## config.mk

```make
export PLATFORM = sky130hd
export DESIGN_NAME = kmp_substring_search_unit_flat
export DESIGN_NICKNAME = d
export VERILOG_FILES = /design/src/kss_pkg.sv /design/src/kss_in_if.sv /design/src/kss_out_if.sv /design/src/kss_cfg.sv /design/src/kss_cell.sv /design/src/kmp_substring_search_unit.sv /design/src/flat_wrapper.sv
export SDC_FILE = /design/constraint.sdc
export NUM_CORES = 1
export LEC_CHECK = 0
export ABC_AREA = 1
export BUFFER_PORTS_ARGS = -buffer_cell sky130_fd_sc_hd__buf_4
export CORE_ASPECT_RATIO = 1.75
export CORE_MARGIN = 4
export CORE_UTILIZATION = 53
export DETAILED_ROUTE_END_ITERATION = 8
export HOLD_SLACK_MARGIN = 0.12
export PLACE_DENSITY = 0.74
export REMOVE_ABC_BUFFERS = 1
export SLEW_MARGIN = 20
export SYNTH_ARGS = -nofsm -noshare
export SYNTH_HDL_FRONTEND = slang
export SYNTH_SLANG_ARGS = --single-unit
```

## constraint.sdc

```tcl
create_clock -name clk_i -period 3.6 [get_ports clk_i]
set_input_delay 0.36 -clock clk_i [delete_from_list [all_inputs] [get_ports clk_i]]
set_output_delay 0.36 -clock clk_i [all_outputs]
set_load 0.1 [all_outputs]
```

## src/kss_pkg.sv

```systemverilog
`timescale 1ns / 1ps
// ----------------------------------------------------------------------------
// kss_pkg
// Shared types, constants and helpers of the KMP substring search unit.
// ----------------------------------------------------------------------------
package kss_pkg;

  localparam int unsigned PATTERN_MAX_DEF   = 16;
  localparam int unsigned POSITION_BITS_DEF = 16;

  localparam int unsigned BYTE_W     = 8;
  localparam int unsigned LEN_W      = 5;
  localparam int unsigned START_W    = 16;
  localparam int unsigned PAT_W      = 128;
  localparam int unsigned CFG_DATA_W = 64;
  localparam int unsigned CFG_ADDR_W = 5;

  // register indexes (paddr[4:3])
  localparam logic [1:0] REG_PAT_LOW  = 2'd0;
  localparam logic [1:0] REG_PAT_HIGH = 2'd1;
  localparam logic [1:0] REG_PAT_LEN  = 2'd2;

  typedef enum logic {
    KSS_RUN,
    KSS_REPLAY
  } kss_state_e;

  typedef struct packed {
    logic shift;
    logic clear;
  } kss_cell_ctrl_t;

  typedef struct packed {
    logic [PAT_W-1:0] pattern;
    logic [LEN_W-1:0] pat_len;
    logic             wr;
  } kss_cfg_t;

  function automatic logic [BYTE_W-1:0] pat_byte(input logic [PAT_W-1:0] pat,
                                                  input logic [3:0] idx);
    return pat[idx*BYTE_W +: BYTE_W];
  endfunction

  function automatic logic [LEN_W-1:0] used_len(input logic [LEN_W-1:0] raw,
                                                 input logic [LEN_W-1:0] pmax);
    logic [LEN_W-1:0] len;
    len = raw;
    if (raw == '0) begin
      len = LEN_W'(1);
    end else if (raw > pmax) begin
      len = pmax;
    end
    return len;
  endfunction

endpackage

```

## src/kss_in_if.sv

```systemverilog
`timescale 1ns / 1ps
// ----------------------------------------------------------------------------
// kss_in_if
// Text byte channel: valid/ready with byte and end-of-text marker.
// ----------------------------------------------------------------------------
interface kss_in_if;
  logic       valid;
  logic       ready;
  logic [7:0] text_byte;
  logic       text_end;

  modport source (output valid, output text_byte, output text_end, input ready);
  modport sink   (input valid, input text_byte, input text_end, output ready);
endinterface

```

## src/kss_out_if.sv

```systemverilog
`timescale 1ns / 1ps
// ----------------------------------------------------------------------------
// kss_out_if
// Result channel: valid/ready with match flags and first match start.
// ----------------------------------------------------------------------------
interface kss_out_if;
  logic        valid;
  logic        ready;
  logic        match_here;
  logic        found;
  logic [15:0] first_start;
  logic        final_result;
  logic        too_long;

  modport source (output valid, output match_here, output found, output first_start,
                  output final_result, output too_long, input ready);
  modport sink   (input valid, input match_here, input found, input first_start,
                  input final_result, input too_long, output ready);
endinterface

```

## src/kss_cfg.sv

```systemverilog
`timescale 1ns / 1ps
// ----------------------------------------------------------------------------
// kss_cfg
// APB register file: pattern bytes and pattern length.
// ----------------------------------------------------------------------------
module kss_cfg import kss_pkg::*; (
  input  logic                  clk_i,
  input  logic                  rst_ni,
  input  logic                  psel,
  input  logic                  penable,
  input  logic                  pwrite,
  input  logic [CFG_ADDR_W-1:0] paddr,
  input  logic [CFG_DATA_W-1:0] pwdata,
  output logic [CFG_DATA_W-1:0] prdata,
  output logic                  pready,
  output kss_cfg_t              cfg_o
);

  logic [CFG_DATA_W-1:0] pat_low_q;
  logic [CFG_DATA_W-1:0] pat_high_q;
  logic [LEN_W-1:0]      pat_len_q;
  logic                  wr;
  logic [1:0]            reg_idx;

  assign pready  = 1'b1;
  assign reg_idx = paddr[4:3];
  assign wr      = psel & penable & pwrite & pready;

  always_ff @(posedge clk_i or negedge rst_ni) begin
    if (!rst_ni) begin
      pat_low_q  <= '0;
      pat_high_q <= '0;
      pat_len_q  <= LEN_W'(1);
    end else if (wr) begin
      case (reg_idx)
        REG_PAT_LOW:  pat_low_q  <= pwdata;
        REG_PAT_HIGH: pat_high_q <= pwdata;
        REG_PAT_LEN:  pat_len_q  <= pwdata[LEN_W-1:0];
        default: ;
      endcase
    end
  end

  always_comb begin
    case (reg_idx)
      REG_PAT_LOW:  prdata = pat_low_q;
      REG_PAT_HIGH: prdata = pat_high_q;
      REG_PAT_LEN:  prdata = CFG_DATA_W'(pat_len_q);
      default:      prdata = '0;
    endcase
  end

  // any write, even outside the map, forces a state replay
  assign cfg_o.pattern = {pat_high_q, pat_low_q};
  assign cfg_o.pat_len = pat_len_q;
  assign cfg_o.wr      = wr;

endmodule

```

## src/kss_cell.sv

```systemverilog
`timescale 1ns / 1ps
// ----------------------------------------------------------------------------
// kss_cell
// One prefix-length cell: flags that the text suffix matches the pattern
// prefix ending at this cell's byte, fed by its left neighbor.
// ----------------------------------------------------------------------------
module kss_cell import kss_pkg::*; (
  input  logic              clk_i,
  input  logic              rst_ni,
  input  kss_cell_ctrl_t    ctrl_i,
  input  logic              enable_i,
  input  logic              prev_i,
  input  logic [BYTE_W-1:0] byte_i,
  input  logic [BYTE_W-1:0] pat_i,
  output logic              next_o,
  output logic              act_o
);

  logic act_q;
  logic act_d;

  assign next_o = enable_i & prev_i & (byte_i == pat_i);

  always_comb begin
    act_d = act_q;
    if (ctrl_i.clear) begin
      act_d = 1'b0;
    end else if (ctrl_i.shift) begin
      act_d = next_o;
    end
  end

  always_ff @(posedge clk_i or negedge rst_ni) begin
    if (!rst_ni) begin
      act_q <= 1'b0;
    end else begin
      act_q <= act_d;
    end
  end

  assign act_o = act_q;

endmodule

```

## src/kmp_substring_search_unit.sv

```systemverilog
`timescale 1ns / 1ps
// ----------------------------------------------------------------------------
// kmp_substring_search_unit
// Streaming KMP pattern search over a chain of prefix cells.
// ----------------------------------------------------------------------------
// The result is registered on the input transfer, shown in the next cycle.
// Throughput: one text byte per cycle unless replay or output stalls it; the
//   cell chain advances once per byte. A config write holds off input while
//   pattern[0..q-1] (q = matched prefix, at most PATTERN_MAX-1) is replayed.
// Reset (async, active low): pattern 0, length 1, all per-text state cleared.
module kmp_substring_search_unit import kss_pkg::*; #(
  parameter int unsigned PATTERN_MAX   = PATTERN_MAX_DEF,
  parameter int unsigned POSITION_BITS = POSITION_BITS_DEF
) (
  input  logic                  clk_i,
  input  logic                  rst_ni,
  kss_in_if.sink                in_if,
  kss_out_if.source             out_if,
  input  logic                  psel,
  input  logic                  penable,
  input  logic                  pwrite,
  input  logic [CFG_ADDR_W-1:0] paddr,
  input  logic [CFG_DATA_W-1:0] pwdata,
  output logic [CFG_DATA_W-1:0] prdata,
  output logic                  pready
);

  localparam int unsigned CNT_W = (PATTERN_MAX > 1) ? $clog2(PATTERN_MAX) : 1;
  localparam logic [POSITION_BITS-1:0] POS_MAX = {POSITION_BITS{1'b1}};

  kss_cfg_t       cfg;
  kss_cell_ctrl_t cell_ctrl;
  kss_state_e     state_q, state_d;

  logic [CNT_W-1:0]         cnt_q, cnt_d;
  logic [LEN_W-1:0]         q_q;
  logic [LEN_W-1:0]         len_used;
  logic [LEN_W-1:0]         q_eff;
  logic [LEN_W-1:0]         q_next;
  logic                     replay_shift;
  logic                     in_fire;
  logic [BYTE_W-1:0]        chain_byte;
  logic [PATTERN_MAX-1:0]   act;
  logic [PATTERN_MAX-1:0]   nxt;
  logic                     hit;

  logic [POSITION_BITS-1:0] pos_q;
  logic                     found_q;
  logic [START_W-1:0]       fms_q;
  logic                     sat_q;

  logic                     found_new;
  logic [START_W-1:0]       fms_new;
  logic                     sat_new;

  logic                     out_valid_q;
  logic                     match_q, found_o_q, final_q, too_long_q;
  logic [START_W-1:0]       start_q;

  kss_cfg u_cfg (
    .clk_i   (clk_i),
    .rst_ni  (rst_ni),
    .psel    (psel),
    .penable (penable),
    .pwrite  (pwrite),
    .paddr   (paddr),
    .pwdata  (pwdata),
    .prdata  (prdata),
    .pready  (pready),
    .cfg_o   (cfg)
  );

  assign len_used = used_len(cfg.pat_len, LEN_W'(PATTERN_MAX));
  assign q_eff    = (q_q >= len_used) ? '0 : q_q;

  assign in_if.ready = (state_q == KSS_RUN) && (!out_valid_q || out_if.ready);
  assign in_fire     = in_if.valid && in_if.ready;

  // ---- replay sequencer --------------------------------------------------
  always_ff @(posedge clk_i or negedge rst_ni) begin
    if (!rst_ni) begin
      state_q <= KSS_RUN;
      cnt_q   <= '0;
    end else begin
      state_q <= state_d;
      cnt_q   <= cnt_d;
    end
  end

  always_comb begin
    state_d      = state_q;
    cnt_d        = cnt_q;
    replay_shift = 1'b0;
    if (cfg.wr) begin
      state_d = KSS_REPLAY;
      cnt_d   = '0;
    end else begin
      case (state_q)
        KSS_REPLAY: begin
          if (LEN_W'(cnt_q) == q_eff) begin
            state_d = KSS_RUN;
          end else begin
            replay_shift = 1'b1;
            cnt_d        = cnt_q + CNT_W'(1);
          end
        end
        default: ;
      endcase
    end
  end

  // replay feeds pattern[0..q-1] to rebuild the cell flags for the new pattern
  assign chain_byte = (state_q == KSS_REPLAY) ? pat_byte(cfg.pattern, 4'(cnt_q))
                                              : in_if.text_byte;

  assign cell_ctrl.shift = in_fire | replay_shift;
  assign cell_ctrl.clear = cfg.wr | (in_fire & in_if.text_end);

  // ---- cell chain: cell g tracks prefix length g+1 -----------------------
  for (genvar g = 0; g < PATTERN_MAX; g++) begin : g_cell
    logic prev;
    if (g == 0) begin : g_head
      assign prev = 1'b1;
    end else begin : g_link
      assign prev = act[g-1];
    end

    kss_cell u_cell (
      .clk_i    (clk_i),
      .rst_ni   (rst_ni),
      .ctrl_i   (cell_ctrl),
      .enable_i (LEN_W'(g + 1) <= len_used),
      .prev_i   (prev),
      .byte_i   (chain_byte),
      .pat_i    (pat_byte(cfg.pattern, 4'(g))),
      .next_o   (nxt[g]),
      .act_o    (act[g])
    );
  end

  // full match, and the longest proper prefix still alive (KMP state)
  always_comb begin
    hit    = 1'b0;
    q_next = '0;
    for (int unsigned g = 0; g < PATTERN_MAX; g++) begin
      if (LEN_W'(g + 1) == len_used) begin
        hit = hit | nxt[g];
      end
      if ((LEN_W'(g + 1) < len_used) && nxt[g]) begin
        q_next = LEN_W'(g + 1);
      end
    end
  end

  // ---- per-text state ----------------------------------------------------
  always_comb begin
    found_new = found_q;
    fms_new   = fms_q;
    if (hit && !found_q) begin
      found_new = 1'b1;
      fms_new   = START_W'(pos_q) - START_W'(len_used - LEN_W'(1));
    end
    sat_new = sat_q | (pos_q == POS_MAX);
  end

  always_ff @(posedge clk_i or negedge rst_ni) begin
    if (!rst_ni) begin
      q_q     <= '0;
      pos_q   <= '0;
      found_q <= 1'b0;
      fms_q   <= '0;
      sat_q   <= 1'b0;
    end else if (in_fire) begin
      if (in_if.text_end) begin
        q_q     <= '0;
        pos_q   <= '0;
        found_q <= 1'b0;
        fms_q   <= '0;
        sat_q   <= 1'b0;
      end else begin
        q_q     <= q_next;
        pos_q   <= (pos_q == POS_MAX) ? pos_q : pos_q + POSITION_BITS'(1);
        found_q <= found_new;
        fms_q   <= fms_new;
        sat_q   <= sat_new;
      end
    end
  end

  // ---- output register ---------------------------------------------------
  always_ff @(posedge clk_i or negedge rst_ni) begin
    if (!rst_ni) begin
      out_valid_q <= 1'b0;
    end else if (in_fire) begin
      out_valid_q <= 1'b1;
    end else if (out_if.ready) begin
      out_valid_q <= 1'b0;
    end
  end

  always_ff @(posedge clk_i) begin
    if (in_fire) begin
      match_q    <= hit;
      found_o_q  <= found_new;
      start_q    <= found_new ? fms_new : '0;
      final_q    <= in_if.text_end;
      too_long_q <= sat_new;
    end
  end

  assign out_if.valid        = out_valid_q;
  assign out_if.match_here   = match_q;
  assign out_if.found        = found_o_q;
  assign out_if.first_start  = start_q;
  assign out_if.final_result = final_q;
  assign out_if.too_long     = too_long_q;

endmodule

```

## src/flat_wrapper.sv

```systemverilog
// flat-port wrapper written by rule: the top's interface ports become plain ports
module kmp_substring_search_unit_flat import kss_pkg::*;
#(
  parameter int unsigned PATTERN_MAX   = PATTERN_MAX_DEF,
  parameter int unsigned POSITION_BITS = POSITION_BITS_DEF
)
  (clk_i, rst_ni, psel, penable, pwrite, paddr, pwdata, prdata, pready, in_if_valid, in_if_text_byte, in_if_text_end, in_if_ready, out_if_valid, out_if_match_here, out_if_found, out_if_first_start, out_if_final_result, out_if_too_long, out_if_ready);
  kss_in_if in_if_i ();
  kss_out_if out_if_i ();
  input  logic clk_i;
  input  logic rst_ni;
  input  logic psel;
  input  logic penable;
  input  logic pwrite;
  input  logic [CFG_ADDR_W-1:0] paddr;
  input  logic [CFG_DATA_W-1:0] pwdata;
  output logic [CFG_DATA_W-1:0] prdata;
  output logic pready;
  input wire logic [$bits(in_if_i.valid)-1:0] in_if_valid;
  input wire logic [$bits(in_if_i.text_byte)-1:0] in_if_text_byte;
  input wire logic [$bits(in_if_i.text_end)-1:0] in_if_text_end;
  output wire logic [$bits(in_if_i.ready)-1:0] in_if_ready;
  output wire logic [$bits(out_if_i.valid)-1:0] out_if_valid;
  output wire logic [$bits(out_if_i.match_here)-1:0] out_if_match_here;
  output wire logic [$bits(out_if_i.found)-1:0] out_if_found;
  output wire logic [$bits(out_if_i.first_start)-1:0] out_if_first_start;
  output wire logic [$bits(out_if_i.final_result)-1:0] out_if_final_result;
  output wire logic [$bits(out_if_i.too_long)-1:0] out_if_too_long;
  input wire logic [$bits(out_if_i.ready)-1:0] out_if_ready;
  assign in_if_i.valid = in_if_valid;
  assign in_if_i.text_byte = in_if_text_byte;
  assign in_if_i.text_end = in_if_text_end;
  assign in_if_ready = in_if_i.ready;
  assign out_if_valid = out_if_i.valid;
  assign out_if_match_here = out_if_i.match_here;
  assign out_if_found = out_if_i.found;
  assign out_if_first_start = out_if_i.first_start;
  assign out_if_final_result = out_if_i.final_result;
  assign out_if_too_long = out_if_i.too_long;
  assign out_if_i.ready = out_if_ready;
  kmp_substring_search_unit #(.PATTERN_MAX(PATTERN_MAX), .POSITION_BITS(POSITION_BITS)) u_core (.clk_i(clk_i), .rst_ni(rst_ni), .in_if(in_if_i), .out_if(out_if_i), .psel(psel), .penable(penable), .pwrite(pwrite), .paddr(paddr), .pwdata(pwdata), .prdata(prdata), .pready(pready));
endmodule
```

==> results.yml <==
setup_path:
  end_kind: "flop"
  critPathRequiredTime_ns: 3.90
  cp-start-kind: "flop"
  cp.arrival_ns: 4.06
  critPathKind: "flop to flop"
  crit_fanout: 11
clock_tree:
  clock_path_buffers: 3
  numCtsBuffers: 22
  path_clk_slew_ns: 0.07
  cts_root_buf: "clkbuf_16"
  cts_sinks: 213
  htreeDepth: 1
  cts_tree: "done"
  clock_latency_ns: 0.54
timing:
  drv_slew: 0
  setup_ws_ns: -0.1623
  fin_crit_sh_pct: 104.5
  clock.fmax_ghz: 0.2658
  fin_crit_ns: 3.762
  finClkSkew_ns: 0.02334
  setup_viol: 20
  hold_violations: 0
  slew_headroom_pct: 42.66
  rsz0062_at_grt: "yes"
  tightest_slew_ns: 0.8530
synth:
  yosysTopAreaCell: "dfrtp_1"
  yosysMostFrequentCell: "nand2_1"
  yosysTopAreaCellShare_pct: 35.18
  async_flop_share_pct: 90.61
  syn_inst: 1883
  synth_area_um2: 13660
  synth_edf_count: 20
  synth_area_per_cell_um2: 7.253
  synth_common_cells: "nand2_1, inv_1, dfrtp_1, nor2_1, o21ai_0"
  ys_seq_area_share_pct: 39.77
  ys_types: 50
  synth-seq-cells: 213
  synthFlopType: "dfrtp_1"
  ys_warn_count: 0
  synth_area_leaders: "dfrtp_1, nand2_1, inv_1"
status:
  violations: "negative setup slack"
  status: "complete, but fails checks"
cells_and_area:
  final_cells: 2629
  syn_to_final_growth_pct: 45.73
  num-fill-cells: 1768
  layout-drive-gt1-share_pct: 30.44
  antennaDiodeCount: 0
  nNetsFinal: 2409
global_routing:
  grt_overflow: 0
  grt_usage_pct: 39.25
  grt_pass1_vias: 15449
  grt_antenna_before_repair: 0
  grt_max_degree: 129
  grt_pass1_wl_mm: 84.64
placement:
  dp_hpwl_mm: 41.54
  dp_cells: 2464
  globalplace.congestion: 1.010
  portBuffers: 167
  post-place-ws_ns: -0.2587
power_and_ir_drop:
  p_per_area_nw_per_um2: 751.5
  ir_drop_v: 0.0005790
  p_leak_uw: 0.009496
drt:
  via_per_inst: 6.012
  wl_per_cell_um: 22.99
  ant_nets: 0
  vias: 15806
  drt_iter0_drc: 1800
  dr.pass1.iters: 6
  routed_wl_mm: 60.45
  drc: 0
floorplanning:
  dieArea_um2: 28500
  fp-row-count: 77
  die_h_um: 220.4
  die_x_um: 129.3
  io-pin-count: 172
  start_util_pct: 53.90
  core-area_um2: 25340
worst_hold_path:
  hold_path_class: "input port to async pin"
run:
  maxCapViolations: 0
[flip-flops by register name (all words and copies together), names as in the netlist, 4 cells and up]
signal / cells
u_core.u_cfg.pat_high_q: 64
u_core.out_if.first_start: 16
u_core.u_cfg.pat_low_q: 64
u_core.q_q: 5
u_core.cnt_q: 4
u_core.fms_q: 16
u_core.g_cell.u_cell.act_o: 15
u_core.pos_q: 16
u_core.u_cfg.pat_len_q: 5
[critical path, cell delays in order, from the launching register on]
cell     delay (ns)
dfrtp_2        0.49
buf_6          0.17
buf_12         0.15
buf_12         0.15
o21ai_2        0.18
nand2_1        0.10
nand3_1        0.11
nand3_2        0.13
nand2_4        0.15
buf_12         0.16
o22ai_1        0.09
a21oi_1        0.19
nand3_2        0.13
nor4_4         0.30
nand2_1        0.10
nand2_2        0.09
nor2_2         0.05
nand4_4        0.15
buf_4          0.16
nand3_1        0.20
nand2_1        0.21
nor2_4         0.05
[per-stage QoR]
stage          total power (µW)  util (%)  hold slack [ns]  TNS [ns]  area [µm²]
4_1_cts                   13110     71.86           0.4061         0       18210
2_1_floorplan              7188         -          0.06441   -179.10       13220
5_1_grt                   15460     78.55           0.4448    -6.196       19900
3_5_place_dp              10180     64.45           0.4282    -7.694       16330
3_3_place_gp              10110     64.45           0.4270    -4.549       16330
6_report                  14960     78.55           0.3927    -1.739       19900
[path summary, 6_finish.rpt]
kind / from / endpoint / slack (ns) / cells after the start
min in group clk_i: paddr[3] / u_core.u_cfg.pat_len_q[4] / 0.41 / 4
min: rst_ni / u_core.pos_q[0] / 0.39 / 2
max: u_core.cnt_q[0] / u_core.out_if.first_start[9] / -0.16 / 21
min reg2reg: u_core.fms_q[14] / u_core.fms_q[14] / 0.49 / 2
max in group asynchronous: rst_ni / u_core.u_cfg.pat_low_q[0] / 2.24 / 3
max reg2reg: u_core.cnt_q[0] / u_core.out_if.first_start[9] / -0.16 / 21
[cells in the final DEF, fill, tap and decap left out, types with 33 or more instances in the layout]
cell           count
nand2_1          386
buf_4            342
inv_1            227
dfrtp_1          190
nor2_1           136
o21ai_0          128
a21oi_1           95
nand3_1           94
o22ai_1           85
dlygate4sd3_1     67
nand2_2           47
xor2_1            46
nand3_2           33
clkbuf_16         33
[final cells by class]
| type | instances | area [µm²] | area share, % |
|---|---|---|---|
| Multi-Input combinational cell | 1348 | 8110 | 40.75 |
| Sequential cell | 213 | 5434 | 27.30 |
| Timing Repair Buffer | 467 | 4248 | 21.34 |
| Inverter | 245 | 964.7 | 4.847 |
| Clock buffer | 27 | 620.6 | 3.118 |
| Tap cell | 316 | 395.4 | 1.987 |
| Clock inverter | 13 | 130.1 | 0.6538 |
[layer usage]
metal  track usage [%]  share of wire (%)  vias to the layer above  wire [µm]
li1                  -                  -                     7035          -
met1             41.27                 32                     7412      19230
met2             69.41                 49                      980      29630
met3             4.541                7.5                      379       4542
met4             31.78                 12                        0       7046
met5                 0                  0                        -          0
[cell families (layout without fill, tap and decap cells)]
kind of cell,Yosys count,count (layout),share of synthesized area (%)
flops,213,213,39.77
other cells,1,11,0.02746
buf+inv,335,752,10.22
mux,10,10,0.8246
compound gates,417,417,17.10
xor+xnor,57,57,3.656
fa+ha+maj,27,27,2.529
simple gates,823,826,25.86
[report_power, final]
part	total [µW]	switching (µW)	internal, µW
logic	9210	5750	3460
registers	3300	443	2860
clock network	2450	1070	1380
total	15000	7260	7700
[repair_timing]
| action | CTS | global route |
|---|---|---|
| setup endpoints to repair | 50 | 55 |
| endpoints found under the hold margin | 195 | 0 |
| pin swaps | 11 | 130 |
| gates cloned | 4 | 13 |
| hold buffers | 67 | 0 |
| resized for setup | 63 | 280 |
| setup buffers | 12 | 36 |
(Power assumes the default switching activity.)
